==> src/hdl/assert_macros.svh <==
// Assertion macros used by the top-level RTL file.
`ifndef ASSERT_MACROS_SVH
`define ASSERT_MACROS_SVH

// Property checked on every rising clk edge outside reset.
`define QP_ASSERT(lbl, prop, msg) \
	lbl: assert property (@(posedge clk) disable iff (!arst_n) prop) \
		else $error(msg);

// Condition that must never be true outside reset.
`define QP_ASSERT_NEVER(lbl, expr, msg) \
	lbl: assert property (@(posedge clk) disable iff (!arst_n) !(expr)) \
		else $error(msg);

`endif

==> src/hdl/qpgl_pkg.sv <==
// Types and constants for the quad pad grid point lookup block.
`default_nettype none

package qpgl_pkg;

	localparam int MAX_SIDE   = 32;
	localparam int COORD_BITS = 20;
	localparam int PAD_SLOTS  = MAX_SIDE * MAX_SIDE;
	localparam int AW         = $clog2(PAD_SLOTS);
	localparam int SIDE_W     = $clog2(MAX_SIDE);
	localparam int CNT_W      = $clog2(MAX_SIDE + 1);
	localparam int MUL_W      = COORD_BITS + 2;
	localparam int PROD_W     = 2 * MUL_W;

	// Fixed field widths of the ports
	localparam int CFG_W = 6;
	localparam int IDX_W = 10;
	localparam int RC_W  = 5;

	// Register indexes
	localparam logic REG_PADS_ACROSS = 1'b0;
	localparam logic REG_PADS_DOWN   = 1'b1;

	// Request types
	localparam logic REQ_LOAD  = 1'b0;
	localparam logic REQ_QUERY = 1'b1;

	typedef logic signed [COORD_BITS-1:0] coord_t;

	typedef struct packed {
		coord_t x;
		coord_t y;
	} corner_t;

	typedef struct packed {
		corner_t ld;
		corner_t lu;
		corner_t rd;
		corner_t ru;
	} pad_t;

	typedef struct packed {
		logic             req_type;
		logic [IDX_W-1:0] pad_index;
		coord_t           left_down_x;
		coord_t           left_down_y;
		coord_t           left_up_x;
		coord_t           left_up_y;
		coord_t           right_down_x;
		coord_t           right_down_y;
		coord_t           right_up_x;
		coord_t           right_up_y;
		coord_t           query_x;
		coord_t           query_y;
	} req_t;

	typedef struct packed {
		logic             found;
		logic [IDX_W-1:0] hit_index;
		logic [RC_W-1:0]  pad_row;
		logic [RC_W-1:0]  pad_col;
	} result_t;

	// Control of the shared side unit
	typedef struct packed {
		logic col_mode;  // 0: top/bottom edges, 1: left/right edges
		logic edge_sel;  // which edge of the pair
		logic ld_lhs;    // capture (y - a.y) * dx
		logic ld_rhs;    // capture dy * (x - a.x)
	} side_ctrl_t;

	typedef struct packed {
		logic gt;  // point above the line
		logic lt;  // point below the line
	} side_res_t;

endpackage

`default_nettype wire

==> src/hdl/qpgl_side_unit.sv <==
// Shared multiply and compare unit: which side of a pad edge a point lies on.
`default_nettype none

module qpgl_side_unit import qpgl_pkg::*; (
	input  wire logic       clk,
	input  wire pad_t       pad,
	input  wire coord_t     qx,
	input  wire coord_t     qy,
	input  wire side_ctrl_t ctrl,
	output side_res_t       res
);

	corner_t a;
	corner_t b;
	logic signed [COORD_BITS:0] dx, dy, ex, ey;
	logic signed [MUL_W-1:0]    dxw, dyw, dxn, dyn, exw, eyw, op_a, op_b;
	logic signed [PROD_W-1:0]   prod;
	logic signed [PROD_W-1:0]   lhs_q, rhs_q;

	// Edge endpoints
	always_comb begin
		case ({ctrl.col_mode, ctrl.edge_sel})
			2'b00:   begin a = pad.lu; b = pad.ru; end
			2'b01:   begin a = pad.ld; b = pad.rd; end
			2'b10:   begin a = pad.ld; b = pad.lu; end
			2'b11:   begin a = pad.ru; b = pad.rd; end
			default: begin a = pad.lu; b = pad.ru; end
		endcase
	end

	// Differences, direction normalized to positive dx
	always_comb begin
		dx  = {b.x[COORD_BITS-1], b.x} - {a.x[COORD_BITS-1], a.x};
		dy  = {b.y[COORD_BITS-1], b.y} - {a.y[COORD_BITS-1], a.y};
		ex  = {qx[COORD_BITS-1], qx} - {a.x[COORD_BITS-1], a.x};
		ey  = {qy[COORD_BITS-1], qy} - {a.y[COORD_BITS-1], a.y};
		dxw = {dx[COORD_BITS], dx};
		dyw = {dy[COORD_BITS], dy};
		exw = {ex[COORD_BITS], ex};
		eyw = {ey[COORD_BITS], ey};
		dxn = dx[COORD_BITS] ? -dxw : dxw;
		dyn = dx[COORD_BITS] ? -dyw : dyw;
		op_a = ctrl.ld_lhs ? eyw : dyn;
		op_b = ctrl.ld_lhs ? dxn : exw;
		prod = op_a * op_b;
	end

	// Product registers
	always_ff @(posedge clk) begin
		if (ctrl.ld_lhs) begin
			lhs_q <= prod;
		end
		if (ctrl.ld_rhs) begin
			rhs_q <= prod;
		end
	end

	assign res = '{gt: lhs_q > rhs_q, lt: lhs_q < rhs_q};

endmodule

`default_nettype wire
==> config.mk <==
export PLATFORM = sky130hd
export DESIGN_NAME = qpgl_side_unit
export DESIGN_NICKNAME = d
export VERILOG_FILES = /design/src/hdl/assert_macros.svh /design/src/hdl/qpgl_pkg.sv /design/src/hdl/qpgl_side_unit.sv
export SDC_FILE = /design/constraint.sdc
export NUM_CORES = 2
export LEC_CHECK = 0
export BUFFER_PORTS_ARGS = -buffer_cell sky130_fd_sc_hd__buf_2
export CAP_MARGIN = 20
export CORE_MARGIN = 2
export CORE_UTILIZATION = 45
export CTS_CLUSTER_SIZE = 30
export DETAILED_ROUTE_END_ITERATION = 6
export GPL_ROUTABILITY_DRIVEN = 0
export GPL_TIMING_DRIVEN = 1
export PLACE_DENSITY_LB_ADDON = 0.2
export SLEW_MARGIN = 5
export SYNTH_ARGS = -nofsm -noshare
export SYNTH_HDL_FRONTEND = slang
export SYNTH_SLANG_ARGS = --single-unit
==> constraint.sdc <==
create_clock -name clk -period 14.4 [get_ports clk]
set_clock_uncertainty 0.05 [all_clocks]
set_input_delay 2.88 -clock clk [delete_from_list [all_inputs] [get_ports clk]]
set_output_delay 2.88 -clock clk [all_outputs]
set_load 0.05 [all_outputs]
Word-level counts from Yosys, hierarchy flattened
Cells that the tools add are included.
W data, S select, Z words.

cells by class
  $mul = 1
  magnitude comparators = 2
  multiplexer cells = 6
  reduce and logical (&&, ||, !) cells = 3
  equality and inequality tests = 3
  add/sub/neg operators = 6

operators by type and width
  operator              number
  $pmux W40 S3          2
  $mux W22              4
  $sub A20 B20 Y21      4
  $gt A44 B44 Y1        1
  $lt A44 B44 Y1        1
  $mul A22 B22 Y44      1
  $neg A21 Y22          2
  $eq A2 B2 Y1 const B  2
  $reduce_or A2 Y1      2
  $eq A2 B1 Y1 const B  1
  $logic_not A2 Y1      1

word-level totals
  input bits = 205
  register bits = 88
  output and inout bits = 2

Logic depth before layout (Yosys ltp)
  depth after elaboration = 8
  mapped depth = 50
  mapped depth without buffers = 44

Worst setup path after synthesis
OpenSTA, ideal clock, no wires.

  path kind = in2reg
  from = in ctrl[2] (netlist bit)
  to = reg lhs_q[41], data pin
  arrival = 13.770 ns
  path slack = 0.315 ns
  stages = 45
  buffers on the path = 4
  cells stage by stage = ha_1 > buf_2 > buf_1 > or2_2 > clkbuf_1 > a221o_1 > o21ai_0 > ha_1 > inv_1 > fa_1 > a21o_1 > a21oi_1 > xnor2_1 > or4_4 > or3_4 > a211oi_4 > a21oi_1 > xnor2_1 > (+9 left out) > fa_1 > fa_1 > inv_1 > fa_1 > fa_1 > inv_1 > ha_1 > a21o_1 > a21o_1 > a311o_1 > nand2_1 > o21ai_0 > a41o_1 > o41a_1 > a41o_1 > a221oi_1 > nor3b_1 > a311o_1

between the ends
  word-level cells in the longest chain between the ends = 8
  elaborated cells on any way between the ends = 19
  classes of those cells = 6 x add/sub; 1 x mul; 3 x eq/ne; 6 x mux; 3 x reduce/logical

ends and longest elaborated chain
  item                                          line                                        text
  start, declared                               qpgl_side_unit.sv:9                         input wire side_ctrl_t ctrl,
  $eq A2 B2 Y1 or $eq A2 B1 Y1 (tied branches)  qpgl_side_unit.sv:22                        case ({ctrl.col_mode, ctrl.edge_sel})
  $reduce_or A2 Y1 (no line)                    -
  $pmux W40 S3                                  qpgl_side_unit.sv:22
  $sub A20 B20 Y21, on equally long branches    qpgl_side_unit.sv:34, qpgl_side_unit.sv:33
  $neg A21 Y22, on equally long branches        qpgl_side_unit.sv:42, qpgl_side_unit.sv:41
  $mux W22, on equally long branches            qpgl_side_unit.sv:42, qpgl_side_unit.sv:41
  $mux W22, on equally long branches            qpgl_side_unit.sv:43, qpgl_side_unit.sv:44
  $mul A22 B22 Y44 *                            qpgl_side_unit.sv:45                        prod = op_a * op_b;
  via prod[41]                                  qpgl_side_unit.sv:17                        logic signed [PROD_W-1:0] prod;
  end signal, assigned                          qpgl_side_unit.sv:51                        lhs_q <= prod;
  end, declared                                 qpgl_side_unit.sv:18                        logic signed [PROD_W-1:0] lhs_q, rhs_q;

Mark *: on every way through the listed nets, which the timed path passes. The rest lies on a longest branch.
A chain may end at the register's enable or synchronous reset.

Worst setup path after layout
Same ends and word-level chain as after synthesis.

==> summary.md <==
| Metric | Value |
|---|---|
| Height of the die | 255 um |
| Post-synthesis register bit count | roughly 90 |
| Async S/R FF share, synth | 0% |
| ANT nets after route | 0 |
| Vias per cell | 5.39 |
| GRT Total Usage | 24.6% |
| Initial antenna violation count | 3 |
| Drt wl/cell | 18.1 um |
| Final hold vios | 0 |
| Initial DRT Pass Iterations | 6 |
| Hpwl dp | between 60 and 70 mm |
| Largest net degree at the start of global routing | 75 |
| Total gr overflow | 0 |
| Mapped Cells | 3,189 |
| M3 GR Usage | 2.03% |
| Area Overhead vs Synth | 10.5% |
| Root cell of the clock tree | clkbuf_16 |
| Post-Route WL | 76.5 mm |
| CTS sink count | 88 |
| Worst-Margin Slew | approximately 0.87 ns |
| Crit. End Element | flop |
| CP peak stage delay | 0.59 ns |
| # DRC | 0 |
| Vias in the first global route | 23,600 |
| Initial core utilization | ~46% |
| Synth unique cells | 88 |
| FMAX | 72.2 MHz |
| Sequential fraction of the synthesis area | under 10% |
| Run status | finished, final reports clean |
| CTS tree | built |
| Grt met2 use | roughly two fifths |
| Avg Cell Area, Syn | 8.87 um^2 |
| Full die area | roughly 0.065 mm^2 |
| Slew headroom | about two fifths |
| Via count | approximately 23,000 |
| CTS Buf Count | 9 |
| Reg clk slew, reported paths | 0.07 ns |
| CP most frequent cell | fa_1 |
| CP startpoint kind | primary input |
| Share of post-route cells with drive strength above 1 | 12.1% |
| N_diodes | 0 |
| WS Path Type | primary input to flop |
| Synthesized net count | 4,159 |
| Final setup vio count | 0 |
| # Max-Cap Violations | 0 |
| Busiest grt layer | met2 |
| Die width | around 250 um |
| WP data arrival | 13.89 ns |
| Final net count | 4,362 |
| Cell Rows | 91 |
| Final period utilization | 96.2% |
| Clk buf depth | 2 |
| Critical path's slowest cell | fa_1 |
| Req. time, crit path | between 10 and 15 ns |
| Core footprint | 0.0619 mm^2 |
| PortBufs | 206 |
| Crit path time final | 13.85 ns |
| Hold-fix buffers at CTS | 0 |
| Type of the worst min-delay path | primary input to flop |
| Post-synth EDFFs | 88 |
| Main synth FF type | edfxtp_1 |
| Final Max Tran Viols | 0 |
| First-pass GRT wire length | around 130 mm |
| Ys Warns | 0 |
| Post-Syn Area | 0.0283 mm^2 |
| Met1 global-route usage | 35.2% |
| Max FO, Critical Path | 45 |
| 1st-iter DRT viols | 1,506 |
| H-tree levels | 3 |
| RSZ-0062 raised after global routing | false |
| Setup_tns | 0 ns |
| # IOs | 207 |
| FILL cells | 5,987 |
## state kept, by name (all words and copies together) (netlist names)
| signal | count |
|---|---|
| lhs_q | 44 |
| rhs_q | 44 |
## path summary, 6_finish.rpt
kind,endpoint,depth (start not counted),slack (ns),start
worst min-delay path,rhs_q[43],1,2.91,ctrl[0]
worst max-delay path,lhs_q[41],40,0.55,ctrl[2]
## worst max-delay path: cells and delay by family
family / cells / cell delay [ns]
xor gates and xnor gates: 1 / 0.42
AOI/OAI and AO/OA: 17 / 4.28
and+or+nand+nor: 4 / 0.48
buffers and inverters: 8 / 1.31
adders and majority gates: 10 / 4.50
## cells in the mapped netlist (31+ instances only)
cell	n	share of area (%)
nand2b_1	31	0.69
nor2b_1	42	0.93
ha_1	259	11
a22oi_1	41	1.1
and2_1	111	2.5
a21o_1	54	1.4
o21ai_0	142	2.5
a221o_1	38	1.3
edfxtp_1	88	9.3
nor3_1	39	0.69
buf_2	45	0.80
nor2_1	138	1.8
fa_1	506	36
xnor2_1	79	2.4
nand2_1	438	5.8
inv_1	570	7.6
clkbuf_1	75	1.0
xor2_1	54	1.7
a21oi_1	119	2.1
## per-stage QoR
stage               instance area, um^2  std cells  worst slack (ns)  utilization (%)  hold slack [ns]
floorplan                         28300       3189             0.315                -             2.94
global placement                  30900       4214             0.215             49.8             3.43
detailed placement                30900       4214            0.0856             49.8             3.44
CTS                               31200       4230             0.442             50.3             3.08
global route                      31200       4234            0.0159             50.4             2.91
finish                            31200       4234             0.552             50.4             2.91
## timing repair
item | CTS | global route
gates resized for setup | 0 | 12
endpoints found under the setup margin | 0 | 8
buffers inserted | 0 | 2
## kinds of logic after synthesis
family	count (synthesis)	synth area share [%]
AOI/OAI and AO/OA	557	13.5
muxes	25	0.933
xor gates and xnor gates	133	4.12
DFF	88	9.34
and+or+nand+nor	910	15.0
buffers and inverters	708	9.71
adders and majority gates	768	47.4
## cell usage in the layout (no fill, tap or decap), types with 88 or more instances in the layout
master    count
inv_1       570
edfxtp_1     88
and2_1      111
fa_1        506
buf_4       110
nand2_1     438
nor2_1      138
a21oi_1     112
ha_1        257
o21ai_0     139
buf_2       205
## layer usage
layer	wire length, um	part of all wire [%]
met1	34900	46
met2	35900	47
met3	4570	6.0
met4	1110	1.5
met5	27	0.035
## area by class of cell
| cell class | instances | area (um^2) | area share, % |
|---|---|---|---|
| Clock buffer | 9 | 225 | 0.721 |
| Tap cell | 837 | 1050 | 3.35 |
| Inverter | 572 | 2150 | 6.87 |
| Sequential cell | 88 | 2640 | 8.46 |
| Multi-Input combinational cell | 2393 | 23000 | 73.7 |
| Clock inverter | 7 | 73.8 | 0.236 |
| Timing Repair Buffer | 328 | 2090 | 6.70 |
Power is not shown: default switching activity piles up to over one toggle a cycle in this logic, so the estimate is an artifact.
